### src/tvpd_pkg.sv
// ----------------------------------------------------------------------------
// tvpd_pkg
// Shared constants and types of the thermal video packet deframer.
// ----------------------------------------------------------------------------
package tvpd_pkg;

  // Packet geometry.
  localparam int PACKET_BYTES      = 164;
  localparam int PACKETS_PER_FRAME = 60;
  localparam int ROW_PIXELS        = 80;
  localparam int PAYLOAD_OFFSET    = 4;

  localparam logic [7:0] THRESHOLD_RESET = 8'd10;

  // Input word kinds.
  localparam logic KIND_BYTE    = 1'b0;
  localparam logic KIND_TIMEOUT = 1'b1;

  // Result event codes.
  localparam logic [1:0] EV_PIXEL    = 2'd0;
  localparam logic [1:0] EV_SEQ_LOSS = 2'd1;
  localparam logic [1:0] EV_SIG_LOSS = 2'd2;
  localparam logic [1:0] EV_TIMEOUT  = 2'd3;

  // Packet disposition codes.
  localparam logic [1:0] DISP_UNDECIDED = 2'd0;
  localparam logic [1:0] DISP_ACCEPT    = 2'd1;
  localparam logic [1:0] DISP_DROP      = 2'd2;

  typedef struct packed {
    logic       kind;
    logic [7:0] data;
    logic       packet_start;
  } in_item_t;

  typedef struct packed {
    logic [1:0]  event_res;
    logic [15:0] pixel;
    logic [5:0]  row;
    logic [6:0]  column;
    logic        frame_end;
    logic [31:0] frame_number;
  } result_t;

endpackage

### src/tvpd_in_stage.sv
// ----------------------------------------------------------------------------
// tvpd_in_stage
// Input register: holds one accepted word until the deframer takes it.
// ----------------------------------------------------------------------------
module tvpd_in_stage
  import tvpd_pkg::*;
(
  input  logic     clk,
  input  logic     rst_n,
  input  logic     in_valid,
  output logic     in_ready,
  input  in_item_t in_item,
  input  logic     advance,
  output logic     item_valid,
  output in_item_t item
);

  logic     valid_r;
  logic     valid_nxt;
  in_item_t item_r;

  // The register may refill in the same cycle it hands its word on.
  assign in_ready  = !valid_r || advance;
  assign valid_nxt = in_ready ? in_valid : valid_r;

  always_ff @(posedge clk) begin
    if (!rst_n) begin
      valid_r <= 1'b0;
    end else begin
      valid_r <= valid_nxt;
    end
  end

  always_ff @(posedge clk) begin
    if (in_valid && in_ready) begin
      item_r <= in_item;
    end
  end

  assign item_valid = valid_r;
  assign item       = item_r;

endmodule

### src/tvpd_deframe.sv
// ----------------------------------------------------------------------------
// tvpd_deframe
// Packet header checks, row tracking and pixel assembly for one word.
// ----------------------------------------------------------------------------
module tvpd_deframe
  import tvpd_pkg::*;
(
  input  logic       clk,
  input  logic       rst_n,
  input  logic       cfg_we,
  input  logic [7:0] cfg_wdata,
  input  logic       fire,
  input  in_item_t   item,
  output logic       res_valid,
  output result_t    res
);

  localparam logic [8:0] PKT_BYTES_C  = 9'(PACKET_BYTES);
  localparam logic [5:0] PPF_C        = 6'(PACKETS_PER_FRAME);
  localparam logic [6:0] ROW_PIX_C    = 7'(ROW_PIXELS);
  localparam logic [6:0] LAST_COL_C   = 7'(ROW_PIXELS - 1);
  localparam logic [7:0] PAY_OFF_C    = 8'(PAYLOAD_OFFSET);
  localparam logic [7:0] HDR_LAST_C   = 8'd3;
  localparam logic [7:0] HDR_ROW_C    = 8'd1;

  logic [7:0]  threshold_r;
  logic [5:0]  expected_r,   expected_nxt;
  logic [7:0]  pos_r,        pos_nxt;
  logic [1:0]  disp_r,       disp_nxt;
  logic        hdr_zero_r,   hdr_zero_nxt;
  logic [7:0]  row_r,        row_nxt;
  logic [7:0]  high_r,       high_nxt;
  logic [7:0]  invalid_r,    invalid_nxt;
  logic [31:0] frames_r,     frames_nxt;

  logic [7:0]  pos;
  logic [8:0]  pos_inc;
  logic [7:0]  k;
  logic [6:0]  col;
  logic [7:0]  invalid_inc;
  logic [5:0]  expected_inc;

  always_comb begin
    pos          = item.packet_start ? 8'd0 : pos_r;
    pos_inc      = {1'b0, pos} + 9'd1;
    k            = pos - PAY_OFF_C;
    col          = k[7:1];
    invalid_inc  = invalid_r + 8'd1;
    expected_inc = expected_r + 6'd1;

    expected_nxt = expected_r;
    pos_nxt      = pos_r;
    disp_nxt     = disp_r;
    hdr_zero_nxt = hdr_zero_r;
    row_nxt      = row_r;
    high_nxt     = high_r;
    invalid_nxt  = invalid_r;
    frames_nxt   = frames_r;

    res_valid     = 1'b0;
    res.event_res = EV_PIXEL;
    res.pixel     = 16'd0;
    res.row       = 6'd0;
    res.column    = 7'd0;
    res.frame_end = 1'b0;

    if (fire) begin
      if (item.kind == KIND_TIMEOUT) begin
        expected_nxt  = 6'd0;
        pos_nxt       = 8'd0;
        disp_nxt      = DISP_UNDECIDED;
        hdr_zero_nxt  = 1'b1;
        res_valid     = 1'b1;
        res.event_res = EV_TIMEOUT;
      end else begin
        if (pos == 8'd0) begin
          disp_nxt     = (item.data[3:0] == 4'hF) ? DISP_DROP : DISP_UNDECIDED;
          hdr_zero_nxt = (item.data == 8'h00);
        end else if (pos <= HDR_LAST_C && disp_r == DISP_UNDECIDED) begin
          if (item.data != 8'h00) begin
            hdr_zero_nxt = 1'b0;
          end
          if (pos == HDR_ROW_C) begin
            row_nxt = item.data;
          end
          // The header verdict is made on its last byte.
          if (pos == HDR_LAST_C) begin
            if (hdr_zero_nxt) begin
              invalid_nxt = invalid_inc;
              disp_nxt    = DISP_DROP;
              if (invalid_inc >= threshold_r) begin
                invalid_nxt   = 8'd0;
                expected_nxt  = 6'd0;
                res_valid     = 1'b1;
                res.event_res = EV_SIG_LOSS;
              end
            end else begin
              invalid_nxt = 8'd0;
              if (expected_r == 6'd0) begin
                // Waiting for row zero: other rows are skipped quietly.
                disp_nxt = (row_r == 8'd0) ? DISP_ACCEPT : DISP_DROP;
              end else if (row_r != {2'b00, expected_r}) begin
                expected_nxt  = 6'd0;
                disp_nxt      = DISP_DROP;
                res_valid     = 1'b1;
                res.event_res = EV_SEQ_LOSS;
              end else begin
                disp_nxt = DISP_ACCEPT;
              end
            end
          end
        end else if (pos >= PAY_OFF_C && disp_r == DISP_ACCEPT) begin
          if (col < ROW_PIX_C) begin
            if (!k[0]) begin
              high_nxt = item.data;
            end else begin
              res_valid  = 1'b1;
              res.pixel  = {high_r, item.data};
              res.row    = row_r[5:0];
              res.column = col;
              if (col == LAST_COL_C) begin
                expected_nxt = expected_inc;
                if (expected_inc == PPF_C) begin
                  frames_nxt    = frames_r + 32'd1;
                  invalid_nxt   = 8'd0;
                  expected_nxt  = 6'd0;
                  res.frame_end = 1'b1;
                end
              end
            end
          end
        end
        // Framing wraps on its own when packet_start is missing.
        pos_nxt = (pos_inc >= PKT_BYTES_C) ? 8'd0 : pos_inc[7:0];
      end
    end

    res.frame_number = frames_nxt;
  end

  always_ff @(posedge clk) begin
    if (!rst_n) begin
      threshold_r <= THRESHOLD_RESET;
      expected_r  <= 6'd0;
      pos_r       <= 8'd0;
      disp_r      <= DISP_UNDECIDED;
      hdr_zero_r  <= 1'b1;
      row_r       <= 8'd0;
      high_r      <= 8'd0;
      invalid_r   <= 8'd0;
      frames_r    <= 32'd0;
    end else begin
      if (cfg_we) begin
        threshold_r <= cfg_wdata;
      end
      expected_r <= expected_nxt;
      pos_r      <= pos_nxt;
      disp_r     <= disp_nxt;
      hdr_zero_r <= hdr_zero_nxt;
      row_r      <= row_nxt;
      high_r     <= high_nxt;
      invalid_r  <= invalid_nxt;
      frames_r   <= frames_nxt;
    end
  end

endmodule

### src/tvpd_out_reg.sv
// ----------------------------------------------------------------------------
// tvpd_out_reg
// Result register: holds one result word until the sink takes it.
// ----------------------------------------------------------------------------
module tvpd_out_reg
  import tvpd_pkg::*;
(
  input  logic    clk,
  input  logic    rst_n,
  input  logic    load,
  input  logic    res_valid,
  input  result_t res,
  input  logic    out_ready,
  output logic    out_valid,
  output logic    free,
  output result_t out_res
);

  logic    valid_r;
  logic    valid_nxt;
  result_t res_r;

  assign free      = !valid_r || out_ready;
  assign valid_nxt = load ? res_valid : (valid_r && !out_ready);

  always_ff @(posedge clk) begin
    if (!rst_n) begin
      valid_r <= 1'b0;
    end else begin
      valid_r <= valid_nxt;
    end
  end

  always_ff @(posedge clk) begin
    if (load && res_valid) begin
      res_r <= res;
    end
  end

  assign out_valid = valid_r;
  assign out_res   = res_r;

endmodule

### src/thermal_video_packet_deframer_core.sv
// ----------------------------------------------------------------------------
// thermal_video_packet_deframer_core
// Deframes fixed-size thermal video packets into pixel and event words.
// ----------------------------------------------------------------------------
// The block takes one word per clock cycle, continuously, as long as the
// result side keeps up: each word passes through an input register, one step
// of header and pixel logic, and a result register, which loads the result
// once it is free. Only the second byte of each payload pair, header byte 3
// on a sequence or signal loss, and a timeout word make a result; other
// words leave none. When the result register is stalled, one more word is
// held in the input register before in_tready drops.
module thermal_video_packet_deframer_core
  import tvpd_pkg::*;
(
  input  logic        clk,
  input  logic        rst_n,
  input  logic        cfg_we,
  input  logic [7:0]  cfg_wdata,      // signal_loss_threshold
  input  logic        in_tvalid,
  output logic        in_tready,
  input  logic [15:0] in_tdata,       // [7:0] data, [8] packet_start, rest zero
  input  logic        in_tuser,       // kind
  output logic        out_tvalid,
  input  logic        out_tready,
  output logic [63:0] out_tdata,      // [15:0] pixel, [21:16] row, [28:22] column,
                                      // [60:29] frame_number, rest zero
  output logic [1:0]  out_tuser,      // event_res
  output logic        out_tlast       // frame_end
);

  in_item_t in_item;
  in_item_t s1_item;
  logic     s1_valid;
  logic     free;
  logic     fire;
  logic     res_valid;
  result_t  res;
  result_t  out_res;

  assign in_item.kind         = in_tuser;
  assign in_item.data         = in_tdata[7:0];
  assign in_item.packet_start = in_tdata[8];

  assign fire = s1_valid && free;

  tvpd_in_stage u_in_stage (
    .clk        (clk),
    .rst_n      (rst_n),
    .in_valid   (in_tvalid),
    .in_ready   (in_tready),
    .in_item    (in_item),
    .advance    (free),
    .item_valid (s1_valid),
    .item       (s1_item)
  );

  tvpd_deframe u_deframe (
    .clk       (clk),
    .rst_n     (rst_n),
    .cfg_we    (cfg_we),
    .cfg_wdata (cfg_wdata),
    .fire      (fire),
    .item      (s1_item),
    .res_valid (res_valid),
    .res       (res)
  );

  tvpd_out_reg u_out_reg (
    .clk       (clk),
    .rst_n     (rst_n),
    .load      (fire),
    .res_valid (res_valid),
    .res       (res),
    .out_ready (out_tready),
    .out_valid (out_tvalid),
    .free      (free),
    .out_res   (out_res)
  );

  assign out_tdata = {3'd0, out_res.frame_number, out_res.column,
                      out_res.row, out_res.pixel};
  assign out_tuser = out_res.event_res;
  assign out_tlast = out_res.frame_end;

  // A frame can only end on a pixel word.
  a_frame_end_pixel: assert property (@(posedge clk) disable iff (!rst_n)
    out_tvalid && out_tlast |-> out_tuser == EV_PIXEL)
    else $error("frame end on a non-pixel word");

  // Event words carry no pixel, row or column.
  a_event_zero: assert property (@(posedge clk) disable iff (!rst_n)
    out_tvalid && out_tuser != EV_PIXEL |-> out_tdata[28:0] == 29'd0)
    else $error("event word with pixel payload");

  // Pixels stay inside the frame geometry.
  a_pixel_range: assert property (@(posedge clk) disable iff (!rst_n)
    out_tvalid && out_tuser == EV_PIXEL |->
      out_res.row < 6'(PACKETS_PER_FRAME) && out_res.column < 7'(ROW_PIXELS))
    else $error("pixel outside the frame");

  // With both registers full and the sink stalled, no word may enter.
  a_backpressure: assert property (@(posedge clk) disable iff (!rst_n)
    s1_valid && out_tvalid && !out_tready |-> !in_tready)
    else $error("word accepted while pipeline is full");

endmodule
### config.mk
export PLATFORM = sky130hd
export DESIGN_NAME = thermal_video_packet_deframer_core
export DESIGN_NICKNAME = d
export VERILOG_FILES = /design/src/tvpd_pkg.sv /design/src/tvpd_in_stage.sv /design/src/tvpd_deframe.sv /design/src/tvpd_out_reg.sv /design/src/thermal_video_packet_deframer_core.sv
export SDC_FILE = /design/constraint.sdc
export NUM_CORES = 1
export LEC_CHECK = 0
export BUFFER_PORTS_ARGS = -buffer_cell sky130_fd_sc_hd__buf_4
export CAP_MARGIN = 20
export CORE_ASPECT_RATIO = 2
export CORE_MARGIN = 4
export CORE_UTILIZATION = 60
export CTS_CLUSTER_DIAMETER = 100
export DETAILED_ROUTE_END_ITERATION = 7
export GPL_TIMING_DRIVEN = 0
export PLACE_DENSITY_LB_ADDON = 0.08
export SYNTH_ARGS = -nofsm -noshare
export SYNTH_HDL_FRONTEND = slang
export SYNTH_SLANG_ARGS = --single-unit
### constraint.sdc
create_clock -name clk -period 8.8 [get_ports clk]
set_clock_uncertainty 0.05 [all_clocks]
set_input_delay 1.76 -clock clk [delete_from_list [all_inputs] [get_ports clk]]
set_output_delay 1.76 -clock clk [all_outputs]
set_load 0.01 [all_outputs]
======== Word level (Yosys, flattened, before mapping) ========
Cells that the tools add are included.
word-level totals
  output and inout bits ................... 69
  bits of input ports ..................... 30
  flip-flop bits (word level) ............. 157
  word-level logic and storage cells ...... 165
operators by class
  bitwise gates (word level) .............. 8
  magnitude comparators ................... 5
  reduce and logical (&&, ||, !) cells .... 36
  $add $sub $neg .......................... 5
  mux-type cells .......................... 78
  eq/ne operators ......................... 13
operators with widths
  cell                   number
  $mux 32                10
  $mux 30                4
  $mux 8                 12
  $mux 6                 13
  $add 32x1->32 const B  1
  $mux 2                 15
  $logic_not 8->1        3
  $mux 1                 24
  $reduce_bool 3->1      6
  $ne 4x4->1 const B     3
  $reduce_and 10->1      1
  $reduce_bool 2->1      5
  $add 8x1->9 const B    1
  $ge 9x8->1 const B     1
  $reduce_and 9->1       1
  $add 8x1->8 const B    1
  $eq 8x1->1 const B     1
  $eq 8x2->1 const B     1
  $ge 8x3->1 const B     1
  $ge 8x8->1             1
  $le 8x2->1 const B     1
  $ne 8x6->1             1
  $not 1->1              8
  $reduce_bool 8->1      1
  other kinds (20)       29

======== Logic depth before layout (Yosys ltp) ========
  depth in word-level cells ............... 14
  mapped depth ............................ 13
  gate-level depth less buffers ........... 11

======== Cells and area by module ========
A second synthesis with hierarchy kept.
unflattened totals
  cells, all modules ...................... 683
  area, all modules ....................... 7382.1 sq um
modules (own cells, without submodules)
  module                              area each (sq um)  instances  cells an instance
  tvpd_deframe                        5019.8             1          594
  tvpd_out_reg                        1971.9             1          69
  tvpd_in_stage                       357.8              1          15
  thermal_video_packet_deframer_core  32.5               1          5

======== Worst setup path after synthesis ========
No wires, ideal clock.
  path kind ............................... reg2reg
  start point ............................. reg u_in_stage.item_r, in the netlist u_in_stage.item[0]
  end point ............................... reg u_out_reg.res_r, in the netlist u_out_reg.out_res[0], enable pin
  cell stages (with the launch flop) ...... 13
  arrival ................................. 5.209 ns
  library setup time ...................... 0.486 ns
  setup slack ............................. 3.055 ns
  buffers on the path ..................... 3
  data required time ...................... 8.264 ns
  cell sequence ........................... edfxtp_1 > clkbuf_1 > clkbuf_1 > nor2b_1 > inv_1 > ha_1 > buf_2 > or2_0 > a211oi_2 > nor2_1 > a21oi_1 > a221oi_1 > nor2_1
on the way
  word-level cells in the longest chain between the ends .. 10
  elaborated cells between the ends (all ways) .. 18
RTL lines
  element                                      RTL line                                  source
  from (decl)                                  tvpd_in_stage.sv:20                       in_item_t item_r;
  from (signal assigned)                       tvpd_in_stage.sv:36                       item_r <= in_item;
  $mux 8 *                                     tvpd_deframe.sv:44                        pos = item.packet_start ? 8'd0 : pos_r;
  $sub 8x3->8                                  tvpd_deframe.sv:46                        k = pos - PAY_OFF_C;
  $lt 7x7->1 / $mux 1 (equally long branches)  tvpd_deframe.sv:113, tvpd_deframe.sv:114
  $mux 1                                       tvpd_deframe.sv:113                       if (col < ROW_PIX_C) begin
  $mux 1                                       tvpd_deframe.sv:112                       end else if (pos >= PAY_OFF_C && disp_r == DISP_ACCEPT) begin
  $mux 1                                       tvpd_deframe.sv:79                        end else if (pos <= HDR_LAST_C && disp_r == DISP_UNDECIDED) begin
  $mux 1 *                                     tvpd_deframe.sv:76                        if (pos == 8'd0) begin
  $mux 1 *                                     tvpd_deframe.sv:68                        if (item.kind == KIND_TIMEOUT) begin
  $mux 1 *                                     tvpd_deframe.sv:67                        if (fire) begin
  $logic_and 1x1->1 *                          tvpd_out_reg.sv:35                        if (load && res_valid) begin
  to (signal assigned)                         tvpd_out_reg.sv:36                        res_r <= res;
  to (decl)                                    tvpd_out_reg.sv:21                        result_t res_r;
Mark *: on every way between the ends. The rest lies on a longest branch, timed or not.
A chain may end at the register's enable or synchronous reset.

======== Worst setup path in the final report ========
  start point ............................. reg u_in_stage.item_r, in the netlist u_in_stage.item[0]
  end point ............................... reg u_out_reg.res_r, in the netlist u_out_reg.out_res[33], enable pin
The elaborated chain is that of the path after synthesis.

==> impl_metrics.env <==
export IMPL_status="finished clean"
export IMPL_r2r_end="u_out_reg.out_res[33]$_SDFFCE_PP0P_"
export IMPL_finalSetupTns_ns=0
export IMPL_die_area_um2=14500
export IMPL_wl_um=19000
export IMPL_vias=6069
export IMPL_hold_ws_ns=0.435
export IMPL_slew_headroom_pct=32.5
export IMPL_min_period_ns=4.67
export IMPL_hold_viol=0
export IMPL_synth_edff_count=74
export IMPL_cts_buffers=17
export IMPL_synth_top_area_cell="edfxtp_1"
export IMPL_grt_max_degree=27
export IMPL_rows=57
export IMPL_cts_hold_buffers=0
export IMPL_ys_seq_elements=157
export IMPL_p_clk_share_pct=46.7
export IMPL_dp_cells=968
export IMPL_critPathArrivalTime_ns=4.75
export IMPL_cp_start_kind="flip-flop"
export IMPL_seqPwrFrac_pct=49.4
export IMPL_crit_end="u_out_reg.out_res[33]$_SDFFCE_PP0P_"
export IMPL_worstReg2RegStart="u_in_stage.item[0]$_DFFE_PP_"
export IMPL_comb_power_share_pct=3.9
export IMPL_synth_seq_area_share_pct=51.8
export IMPL_core_area_um2=12200
export IMPL_die_x_um=87.1
export IMPL_synth_common_cells="83 x dfxtp_1, 74 x edfxtp_1, 66 x nand2_1"
export IMPL_fin_cells=1000
export IMPL_grt_pass1_wl_um=30700
export IMPL_insertion_delay_ns=0.43
export IMPL_critPathKind="reg -> reg"
export IMPL_yosys_warnings=0
export IMPL_setup_viol=0
export IMPL_ios=99
export IMPL_yosysMostFrequentCell="dfxtp_1"
export IMPL_grt_pass1_vias=6383
export IMPL_drive_above_1_share_pct=17.2
export IMPL_post_cts_buffers=0
export IMPL_max_freq_mhz=214
export IMPL_yosysUniqueCellTypes=73
export IMPL_seqCellArea_um2=3880
export IMPL_synth_top_cell_area_share_pct=29.6
export IMPL_gp_congestion=0.897
export IMPL_yosys_top_cells_area="edfxtp_1 30%, dfxtp_1 22%, mux2i_1 4.7%, nand2_1 3.3%, and2_1 2.8%"
export IMPL_p_sw_share_pct=22.6
export IMPL_multiInputGateArea_um2=3370
export IMPL_synth_flop_cell="dfxtp_1"
export IMPL_drc=0
export IMPL_crit_start="u_in_stage.item[0]$_DFFE_PP_"
export IMPL_min_path_type="reg -> reg"
export IMPL_syn_avg_cell_area_um2=10.3
export IMPL_vdd_drop_max_v=0.000171
export IMPL_port_buffers=87
export IMPL_synth_async_reset_ratio_pct=0
export IMPL_timing_final_max_slew_violations=0
export IMPL_netlist_instances=730
export IMPL_p_int_mw=1.22
export IMPL_h_tree_depth=4
export IMPL_clkSlewWorstSetupHoldPaths_ns=0.06
export IMPL_finalCritPeriodShare_pct=53.1
export IMPL_path_max_fanout=26
export IMPL_cts_resized=0
export IMPL_p_per_area_nw_per_um2=176
export IMPL_ant_nets=0
export IMPL_required_ns=8.87
export IMPL_nNetsFinal=887
export IMPL_grt_ovfl_total=0
export IMPL_grt_total_usage_pct=27.2
export IMPL_cts_buffer_depth=2
export IMPL_rsz0062_at_grt="false"
export IMPL_drv_cap=0
export IMPL_utilization_pct=73.8
export IMPL_nFillCells=894
export IMPL_antenna_found_initial=0
export IMPL_ff2ff_path_depth=13
export IMPL_endpoint_kind="flip-flop"
export IMPL_syn_cell_area_um2=7500
export IMPL_tightest_slew_ns=1.00
export IMPL_switchingPower_mw=0.357
export IMPL_cts_sinks=157
export IMPL_wl_per_cell_um=19.0
export IMPL_first_pass_iters=5
export IMPL_cts_tree="done"
export IMPL_die_h_um=166
export IMPL_syn_to_final_growth_pct=20.0
export IMPL_via_per_inst=6.07
export IMPL_insertedDiodeCount=0
export IMPL_initial_core_util_pct=61.5
export IMPL_leakagePower_nw=3.63
export IMPL_drt_initial_drc_count=340
export IMPL_rrSetupSlack_ns=4.13
export IMPL_post_dp_hpwl_um=14400
export IMPL_cts_root_buffer="clkbuf_16"
## layout by cell type, fill, tap and decap left out, types with 6 or more instances in the layout
master,instances
ha_1,17
buf_4,92
mux2i_1,35
o21a_1,6
a211oi_1,7
o211ai_1,8
o22ai_1,7
nor3_1,8
nand2b_1,16
clkbuf_1,20
and3_1,15
dfxtp_1,83
inv_1,26
edfxtp_1,74
xor2_1,14
buf_2,6
and4_1,6
a21oi_1,32
xnor2_1,18
or3_1,19
and2_1,34
o21ai_0,22
nor2b_1,7
nand4_1,19
nand3_1,27
nor4_1,7
clkbuf_16,17
nor2_1,52
nand2_1,66
## worst max-delay path, stage by stage, from the launching register on
cell and delay, ns:
edfxtp_1 0.49, clkbuf_1 0.47, clkbuf_1 0.44, nor2b_1 0.13, inv_1 0.08, ha_1 0.13, buf_2 0.20, nand3b_1 0.12
a211oi_2 0.29, nor2_1 0.16, a21oi_1 0.63, a221oi_1 0.33, nor2_4 0.59, buf_16 0.26
## cell type report
| cell class | count | area share (%) |
|---|---|---|
| plain buffers | 35 | 1.84 |
| clock buffers | 19 | 4.81 |
| clock inverters | 13 | 1.74 |
| inverters | 26 | 1.08 |
| multi-input cells | 514 | 37.4 |
| flip-flops and latches | 157 | 43.2 |
| well taps | 147 | 2.04 |
| repair buffers | 89 | 7.87 |
## sequential cells by signal, summed over array words and instances, names as in the netlist
signal                 flops
u_in_stage.item_valid      1
u_deframe.row_r            8
u_in_stage.item           10
u_deframe.pos_r            8
u_out_reg.out_res         64
u_deframe.high_r           8
u_deframe.disp_r           2
u_out_reg.out_valid        1
u_deframe.invalid_r        8
u_deframe.frames_r        32
u_deframe.hdr_zero_r       1
u_deframe.expected_r       6
u_deframe.threshold_r      8
## layer usage
metal  vias to the layer above  track usage (%)  routed length [um]
met1                      2906             26.5                6380
met2                       215             50.1               10600
met5                         -                0                   0
met3                        73             4.57                 865
li1                       2875                -                   -
met4                         0             17.8                1120
## worst min-delay path by stage
stage / startpoint / to / slack (ns) / cells after the start
after floorplan: u_deframe.disp_r[1]$_SDFFE_PN0P_ / u_deframe.disp_r[1]$_SDFFE_PN0P_ / 0.39 / 2
after global placement: u_deframe.disp_r[1]$_SDFFE_PN0P_ / u_deframe.disp_r[1]$_SDFFE_PN0P_ / 0.40 / 2
after detailed placement: u_deframe.frames_r[4]$_SDFF_PN0_ / u_deframe.frames_r[4]$_SDFF_PN0_ / 0.42 / 2
after CTS: u_deframe.frames_r[4]$_SDFF_PN0_ / u_deframe.frames_r[4]$_SDFF_PN0_ / 0.43 / 2
after global routing: u_deframe.frames_r[4]$_SDFF_PN0_ / u_deframe.frames_r[4]$_SDFF_PN0_ / 0.46 / 2
final: u_deframe.frames_r[4]$_SDFF_PN0_ / u_deframe.frames_r[4]$_SDFF_PN0_ / 0.43 / 2
## power groups by stage
stage | logic (mW) | registers [mW] | clock network (mW)
after detailed placement | 0.0621 | 0.796 | 0
after global routing | 0.0677 | 0.780 | 0.780
after CTS | 0.0625 | 0.780 | 0.745
final | 0.0623 | 0.780 | 0.737
after floorplan | 0.0304 | 0.796 | 0
after global placement | 0.0578 | 0.797 | 0
## through the flow
step           setup WS [ns]  total power [mW]  cell area [um2]
2_1_floorplan           3.05             0.826             7510
6_report                4.13              1.58             8990
3_3_place_gp            1.08             0.855             8340
3_5_place_dp            4.17             0.858             8410
5_1_grt                 3.87              1.63             8990
4_1_cts                 4.19              1.59             8990
## logic make-up (layout without fill, tap and decap cells)
group                    Yosys count  after routing  synth area share, %
AND/OR/NAND/NOR                  297            297                 21.3
flip-flops                       157            157                 51.8
AO/OA/AOI/OAI                    127            127                 11.6
buffers and inverters             61            182                 3.50
multiplexers                      37             37                 4.97
XOR/XNOR                          33             33                 3.95
adder cells (fa/ha/maj)           17             17                 2.84
other                              1              3               0.0500
Note: power is estimated with default switching activity, not from simulation.
